`src/hw/rtl/assert_macros.svh`:
```
// assertion macros shared by the rtl
// no dependencies; expects a clock named clk and a reset named rst in scope
`ifndef ASSERT_MACROS_SVH
`define ASSERT_MACROS_SVH

// checked outside reset
`define CHK_ASSERT(label, prop, msg) \
  label: assert property (@(posedge clk) disable iff (rst) prop) else $error(msg);

// checked on every edge, reset included
`define CHK_ASSERT_ALWAYS(label, prop, msg) \
  label: assert property (@(posedge clk) prop) else $error(msg);

`endif

```
`src/hw/rtl/capp_pkg.sv`:
```
// shared types and constants for the checker alpha preview pack unit
// no dependencies
package capp_pkg;

  localparam int CH_W = 16;
  localparam int NUM_CH = 3;
  localparam int BYTE_W = 8;
  localparam logic [BYTE_W-1:0] OPAQUE_ALPHA = 8'hFF;

  typedef logic signed [CH_W-1:0] chan_t;
  typedef logic [CH_W-1:0] coord_t;
  typedef logic [BYTE_W-1:0] byte_t;

endpackage

```
`src/hw/rtl/checker_alpha_preview_pack_unit.sv`:
```
// checker alpha preview pack unit: alpha composite over checkerboard, packed to argb8888
// depends on capp_pkg and assert_macros.svh
//
// usage:
//   input channel: in_valid / in_stall with pixel_x, pixel_y and the four signed
//   channels red_in, green_in, blue_in, alpha_in carrying FRAC_BITS fraction bits.
//   output channel: out_valid / out_stall with argb_pixel (alpha byte always 0xFF).
//   config channel: cfg_valid / cfg_ready with show_alpha; cfg_ready is always high
//   and the bit is written whenever cfg_valid is high. write it only while idle.
// pipeline: four register stages, one each for decode, the channel and gray multiplies,
//   sum and clamp, and byte scaling with rounding; an accepted transaction moves
//   through them in that order and out_valid rises when it reaches the last one.
// throughput: one pixel per cycle while out_stall is low; each stage holds one
//   transaction and moves forward whenever the stage after it is empty or moving.
// reset (rst, synchronous): empties every stage, clears out_valid and the stored show_alpha bit.
// receiver stall: the output register holds its transaction; stages behind it
//   fill up and in_stall rises only once all of them hold data.
`include "assert_macros.svh"

module checker_alpha_preview_pack_unit #(
  parameter int FRAC_BITS = 12
) (
  input  logic            clk,
  input  logic            rst,
  input  logic            cfg_valid,
  output logic            cfg_ready,
  input  logic            show_alpha,
  input  logic            in_valid,
  output logic            in_stall,
  input  capp_pkg::coord_t pixel_x,
  input  capp_pkg::coord_t pixel_y,
  input  capp_pkg::chan_t red_in,
  input  capp_pkg::chan_t green_in,
  input  capp_pkg::chan_t blue_in,
  input  capp_pkg::chan_t alpha_in,
  output logic            out_valid,
  input  logic            out_stall,
  output logic [31:0]     argb_pixel
);
  import capp_pkg::*;

  localparam int AW = FRAC_BITS + 1;
  localparam int PW1 = CH_W + AW + 1;
  localparam int PW2 = FRAC_BITS + AW;
  localparam int SW = ((CH_W + AW + 1 > PW2 + 1) ? CH_W + AW + 1 : PW2 + 1) + 1;
  localparam int VW = 2 * FRAC_BITS + 1;
  localparam int XW = VW + BYTE_W;
  localparam logic [AW-1:0] ONE = {1'b1, {FRAC_BITS{1'b0}}};
  localparam logic [FRAC_BITS-1:0] G04 = FRAC_BITS'((4 * (2 ** FRAC_BITS) + 5) / 10);
  localparam logic [FRAC_BITS-1:0] G06 = FRAC_BITS'((6 * (2 ** FRAC_BITS) + 5) / 10);
  localparam logic [VW-1:0] FULL = {1'b1, {(2 * FRAC_BITS){1'b0}}};
  localparam logic [XW-1:0] HALF = {{(BYTE_W + 1){1'b0}}, 1'b1, {(2 * FRAC_BITS - 1){1'b0}}};

  logic alpha_en;

  logic load1, load2, load3, load4;

  chan_t                      c_in [NUM_CH];
  logic signed [CH_W+AW-1:0]  alpha_ext;
  logic signed [CH_W+AW-1:0]  one_ext;
  logic                       blend;
  logic                       odd_tile;
  logic [AW-1:0]              a_eff;

  logic                       s1_valid;
  chan_t                      s1_c [NUM_CH];
  logic [AW-1:0]              s1_a;
  logic [AW-1:0]              s1_inv;
  logic [FRAC_BITS-1:0]       s1_gray;

  logic                       s2_valid;
  logic signed [PW1-1:0]      s2_p1 [NUM_CH];
  logic [PW2-1:0]             s2_p2;

  logic                       s3_valid;
  logic [VW-1:0]              s3_v [NUM_CH];
  logic signed [SW-1:0]       sum [NUM_CH];
  logic [VW-1:0]              clamped [NUM_CH];

  logic [XW-1:0]              scaled [NUM_CH];
  byte_t                      chan_byte [NUM_CH];

  // config register
  assign cfg_ready = 1'b1;

  always_ff @(posedge clk) begin
    if (rst) begin
      alpha_en <= 1'b0;
    end else if (cfg_valid && cfg_ready) begin
      alpha_en <= show_alpha;
    end
  end

  // stage enables
  assign load4 = !out_valid || !out_stall;
  assign load3 = !s3_valid || load4;
  assign load2 = !s2_valid || load3;
  assign load1 = !s1_valid || load2;
  assign in_stall = !load1;

  // decode
  assign c_in[0] = red_in;
  assign c_in[1] = green_in;
  assign c_in[2] = blue_in;
  assign alpha_ext = {{AW{alpha_in[CH_W-1]}}, alpha_in};
  assign one_ext = {{CH_W{1'b0}}, ONE};
  assign blend = alpha_en && (alpha_ext < one_ext);
  assign odd_tile = pixel_x[3] ^ pixel_y[3];

  always_comb begin
    if (!blend) begin
      a_eff = ONE;
    end else if (alpha_in[CH_W-1]) begin
      a_eff = '0;
    end else begin
      a_eff = alpha_ext[AW-1:0];
    end
  end

  always_ff @(posedge clk) begin
    if (rst) begin
      s1_valid <= 1'b0;
    end else if (load1) begin
      s1_valid <= in_valid;
    end
  end

  always_ff @(posedge clk) begin
    if (load1) begin
      s1_c    <= c_in;
      s1_a    <= a_eff;
      s1_inv  <= ONE - a_eff;
      s1_gray <= odd_tile ? G04 : G06;
    end
  end

  // multiplies
  always_ff @(posedge clk) begin
    if (rst) begin
      s2_valid <= 1'b0;
    end else if (load2) begin
      s2_valid <= s1_valid;
    end
  end

  always_ff @(posedge clk) begin
    if (load2) begin
      for (int i = 0; i < NUM_CH; i++) begin
        s2_p1[i] <= PW1'(s1_c[i]) * PW1'($signed({1'b0, s1_a}));
      end
      s2_p2 <= {{AW{1'b0}}, s1_gray} * {{FRAC_BITS{1'b0}}, s1_inv};
    end
  end

  // sum and clamp
  always_comb begin
    for (int i = 0; i < NUM_CH; i++) begin
      sum[i] = {{(SW - PW1){s2_p1[i][PW1-1]}}, s2_p1[i]}
               + $signed({{(SW - PW2){1'b0}}, s2_p2});
      if (sum[i][SW-1]) begin
        clamped[i] = '0;
      end else if (sum[i] > $signed({{(SW - VW){1'b0}}, FULL})) begin
        clamped[i] = FULL;
      end else begin
        clamped[i] = sum[i][VW-1:0];
      end
    end
  end

  always_ff @(posedge clk) begin
    if (rst) begin
      s3_valid <= 1'b0;
    end else if (load3) begin
      s3_valid <= s2_valid;
    end
  end

  always_ff @(posedge clk) begin
    if (load3) begin
      s3_v <= clamped;
    end
  end

  // scale by 255 with round half up
  always_comb begin
    for (int i = 0; i < NUM_CH; i++) begin
      scaled[i] = ({s3_v[i], {BYTE_W{1'b0}}} - {{BYTE_W{1'b0}}, s3_v[i]}) + HALF;
      chan_byte[i] = scaled[i][2*FRAC_BITS+BYTE_W-1:2*FRAC_BITS];
    end
  end

  always_ff @(posedge clk) begin
    if (rst) begin
      out_valid <= 1'b0;
    end else if (load4) begin
      out_valid <= s3_valid;
    end
  end

  always_ff @(posedge clk) begin
    if (load4) begin
      argb_pixel <= {OPAQUE_ALPHA, chan_byte[0], chan_byte[1], chan_byte[2]};
    end
  end

  `CHK_ASSERT(a_stall_only_when_full,
              in_stall |-> (out_valid && out_stall && s1_valid && s2_valid && s3_valid),
              "input stalled while pipeline has room")
  `CHK_ASSERT(a_clamp_range,
              s3_valid |-> (s3_v[0] <= FULL && s3_v[1] <= FULL && s3_v[2] <= FULL),
              "clamped channel above full scale")
  `CHK_ASSERT(a_opaque_out,
              out_valid |-> (argb_pixel[31:24] == OPAQUE_ALPHA),
              "output alpha byte not opaque")
  `CHK_ASSERT_ALWAYS(a_reset_empty,
                     rst |=> (!out_valid && !in_stall && !s1_valid),
                     "pipeline not empty after reset")

endmodule

```
`config.mk`:
```
export PLATFORM = sky130hd
export DESIGN_NAME = checker_alpha_preview_pack_unit
export DESIGN_NICKNAME = d
export VERILOG_FILES = /design/src/hw/rtl/capp_pkg.sv /design/src/hw/rtl/checker_alpha_preview_pack_unit.sv
export VERILOG_INCLUDE_DIRS = /design/src /design/src/hw/rtl
export SDC_FILE = /design/constraint.sdc
export NUM_CORES = 2
export LEC_CHECK = 0
export BUFFER_PORTS_ARGS = -buffer_cell sky130_fd_sc_hd__buf_2
export CAP_MARGIN = 40
export CORE_ASPECT_RATIO = 1.75
export CORE_UTILIZATION = 49
export DETAILED_ROUTE_END_ITERATION = 7
export GPL_TIMING_DRIVEN = 0
export PLACE_DENSITY = 0.66
export SLEW_MARGIN = 20
export SYNTH_ARGS = -nofsm -noshare
export SYNTH_HDL_FRONTEND = slang
export SYNTH_SLANG_ARGS = --single-unit
```
`constraint.sdc`:
```
create_clock -name clk -period 8.2 [get_ports clk]
set_input_delay 0.41 -clock clk [delete_from_list [all_inputs] [get_ports clk]]
set_output_delay 0.41 -clock clk [all_outputs]
set_load 0.03 [all_outputs]
```
* Yosys cells after proc, flatten, opt, wreduce, memory -nomap -nowiden *
Memory sizes are Yosys's and may differ from the RTL's.
Cells that the tools add are included.

storage, ports and cells
  register bits = 215
  bits in writable memories = 90
  output and inout port bits = 35
  word-level logic and storage cells = 61
  memories = 1

memories
  name   words  width  rd ports  clocked after memory_dff  wr ports  RTL line                               RTL
  s2_p1  3      30     3         0                         3         checker_alpha_preview_pack_unit.sv:72  logic signed [PW1-1:0] s2_p1 [NUM_CH];

cells by class
  add/sub/neg operators = 10
  multipliers = 4
  $lt $le $gt $ge = 4
  muxes and demuxes = 8
  bitwise gates (word level) = 1
  reduce and logical (&&, ||, !) cells = 14

operator list
  operator                count
  $add 32x24->32 const B  3
  $sub 32x25->32          3
  $add 30x26->31          3
  $gt 31x26->1 const B    3
  $mul 16x14->30          3
  $mux 25                 3
  $mux 13                 2
  $mul 12x13->25          1
  $lt 16x14->1 const B    1
  $sub 13x13->13 const A  1
  $mux 12                 1
  $logic_not 1->1         6
  $reduce_or 2->1         3
  $logic_or 1x1->1        4
  $mux 1                  2
  $logic_and 1x1->1       1
  $xor 1x1->1             1

* Logic depth before layout (Yosys ltp) *
  depth in word-level cells = 6
  depth in mapped cells = 26

* Worst setup path after synthesis *
OpenSTA, ideal clock, no wires.

  path kind = register -> register
  start point = reg s1_a[2]
  end point = mem s2_p1[0][59] (netlist bit) (data pin)
  arrival time = 6.360 ns
  required time = 7.940 ns
  setup slack = 1.580 ns
  cell stages (with the launch flop) = 27
  clock period less this slack = 6.620 ns
  cells stage by stage = edfxtp_1 > clkbuf_1 > clkbuf_1 > and2_1 > fa_1 > inv_1 > fa_1 > inv_1 > fa_1 > inv_1 > fa_1 > inv_1 > fa_1 > inv_1 > fa_1 > inv_1 > ha_1 > a21o_1 > a21o_1 > o31ai_1 > a21oi_1 > o41ai_1 > o21ai_0 > nor3_1 > o21bai_1 > a21oi_1 > xnor2_1

RTL lines
  what                    RTL line                                RTL
  from (decl)             checker_alpha_preview_pack_unit.sv:67   logic [AW-1:0] s1_a;
  from (signal assigned)  checker_alpha_preview_pack_unit.sv:131  s1_a <= a_eff;
  to (decl)               checker_alpha_preview_pack_unit.sv:72

==> run metrics <==
Post-synth EDFFs 288; share of layout cells above drive strength 1 5.47%; clock sinks 293; Int Power 4.56 mW; CTS tree yes; pwr dens 168 nW/um^2; WL final 122000 um; Startpoint Class flop; Vias per Instance 5.40; dpl ws -207 ps; die area 92700 sq um; type of destination of the critical path flop; cell row count 146; Worst path slowest cell fa_1; largest family of logic cells by synthesized area adder cells; Yosys reg bits 293; Compound-Gate Fraction of Synth Area 8.06%; Setup Viol. Count Final 0; drt first pass iters 5; final instance area 48800 sq um; Power, Total 8.18 mW; net switching power 3.62 mW; Switching Share 44.2%; Worst-Margin Slew 924 ps; area taken by multi-input logic gates 31800 sq um; area share of and/or/nand/nor cells after synthesis 13.7%; normalized max-slew margin 38.4%; Placed Area 47200 sq um; final worst slack 282 ps; Req. time, crit path 8560 ps; area delta synth->final 8.78%; mapped cell area 44800 sq um; grt ovf 0; RSZ-0062 raised after global routing false; Post-synth top cells inv_1 (1004), fa_1 (708), ha_1 (482); largest net degree at the start of global routing 58; port bufs 97; clock tree buffer depth 3; Final HPWL DP 104000 um; wire per inst 20.3 um; Yosys top cell by area fa_1; Max H-tree Level 1; remaining routing DRC violations 0; Starting Density 49.5%; leakage power total 24.6 nW; Distinct cells, synth 98; Clock Latency Late Sink 620 ps; cells after synthesis 4572; top cells by area, synth fa_1 (32%), edfxtp_1 (19%), ha_1 (13%); CTS Buf Count 30; Synth Area in XOR/XNOR 3.63%; sequence of cells on the critical path clkbuf_1 -> clkbuf_1 -> buf_8 -> nand2_1 -> fa_1 -> fa_1 -> inv_1 -> fa_1 -> fa_1 -> fa_1 -> inv_1 -> fa_1 -> inv_1 -> ha_1 -> a21oi_1 -> a21boi_0 -> nand2_1 -> o21ai_0 -> o21ai_0 -> o41a_1 -> a21o_1 -> a21oi_1 -> xnor2_1; top-count cell post-synth inv_1; r2r setup slk 280 ps; num ports 137; Worst Path Max Fanout 10; core area 90600 sq um; Storage cell area 8750 sq um; drt first-iter violations 1598; Crit path largest cell delay 600 ps; CP arrival 8270 ps; initial antenna violation count 0; vias 32400; clock root buffer clkbuf_16; clk slew on worst S/H paths 80 ps; die height 402 um; Avg Synthesized Cell Area 9.80 sq um; Worst VDD drop 210 uV; fill cell count 8243; predominant post-synthesis flop cell edfxtp_1; # Max-Cap Violations 0; Synthesis Warnings 0; Post-synth ARST share 0%; Die Width 231 um; Final Cycle Share 96.6%; adder-cell area share of the yosys netlist 45.1%; first-pass GRT wire length 190000 um; cell repeated most along the worst path fa_1; sequential share of power 28.6%; hold_ws 32.7 ps; nets 6081; Yosys top cell area share 31.6%; clock share of power 16.6%; Hold Crit Class in2reg; GR Util All Layers 27.2%; Hold Fails Final Rpt 0; critical path type reg2reg; crit path time final 7920 ps; Seq/Total Area, Yosys 19.5%; Slew Limit Fails 0; status finished clean; vias in the first global route 34600; Final ANT Viol Nets 0; Setup Skew 23.4 ps; multiplexer share of the synthesized area 0.184%; fmax 0.126 GHz; GPL Wtd Cong 0.950; combinational fraction of design power 54.8%
==> state kept, by name, indices dropped and copies added (netlist names) <==
register    cells
out_valid       1
alpha_en        1
s1_gray         2
s2_valid        1
s1_a           13
s1_valid        1
s1_c           48
s3_v           75
argb_pixel     24
s3_valid        1
s1_inv         12
s2_p2          24
s2_p1          90
==> kinds of logic after synthesis <==
group / after synthesis
xor+xnor: 186
mux: 7
simple gates: 1209
flops: 293
buf+inv: 1146
fa+ha+maj: 1190
other cells: 1
compound gates: 540
==> path summary, 6_finish.rpt <==
kind | from | endpoint | depth (start not counted)
hold / removal | show_alpha | alpha_en | 3
setup reg to reg | s1_a[2] | s2_p1[0][58] | 23
hold reg to reg | s3_valid | out_valid | 2
setup / recovery | s1_a[2] | s2_p1[0][58] | 23
==> timing repair <==
item,4_1_cts,5_1_grt
gates resized for setup,3,9
hold endpoints to repair,48,0
hold buffers,48,0
endpoints found under the setup margin,2,6
setup buffers,0,3
==> per-stage QoR <==
stage          instances  util, %  setup TNS, ps
2_1_floorplan       4580        -              0
3_3_place_gp        5861     51.7           -705
3_5_place_dp        5886     52.1           -392
4_1_cts             5988     53.7              0
5_1_grt             5996     53.8              0
6_report            5997     53.8              0
==> metal layers <==
metal | wire, um | global-route usage [%]
met1 | 41800 | 28.2
met2 | 63000 | 50.0
met3 | 5150 | 2.36
met4 | 11900 | 21.5
met5 | 0 | 0
==> layout make-up <==
cell class | count | share of cell area [%]
clock buffer | 33 | 1.61
tap | 1184 | 3.04
sequential | 293 | 17.9
buffer | 139 | 1.25
timing repair buffer | 180 | 2.94
clock inverter | 22 | 0.339
antenna | 1 | 0.00513
multi-input combinational | 3141 | 65.2
inverter | 1004 | 7.73
==> cells in the final DEF, fill, tap and decap left out, types with 22 or more instances in the layout <==
cell           count
inv_1           1003
fa_1             708
ha_1             482
nand2_1          397
and2_1           351
edfxtp_1         288
nor2_1           190
a21oi_1          149
xnor2_1          133
clkbuf_1         116
buf_2            102
o21ai_0           98
a21o_1            60
nor3_1            57
xor2_1            52
dlygate4sd3_1     48
o21a_1            41
nand3_1           34
clkbuf_16         31
a211oi_1          27
and3_1            26
nand2b_1          25
o21bai_1          24
buf_6             24
nand4_1           22
nor2b_1           22
==> power groups by stage <==
| stage | logic [mW] | clock network [mW] | registers [mW] |
|---|---|---|---|
| global placement | 4.39 | 0 | 2.37 |
| detailed placement | 4.44 | 0 | 2.37 |
| global route | 5.02 | 1.44 | 2.35 |
| floorplan | 3.28 | 0 | 2.27 |
| finish | 4.48 | 1.36 | 2.34 |
| CTS | 4.49 | 1.40 | 2.34 |
==> worst max-delay path: cells and delay by family (launching register included) <==
family,cells,cell delay [ps]
fa+ha+maj,7,3460
compound gates,7,1770
buf+inv,6,1580
simple gates,2,180
xor+xnor,1,100
flops,1,550
(Power assumes the default switching activity.)
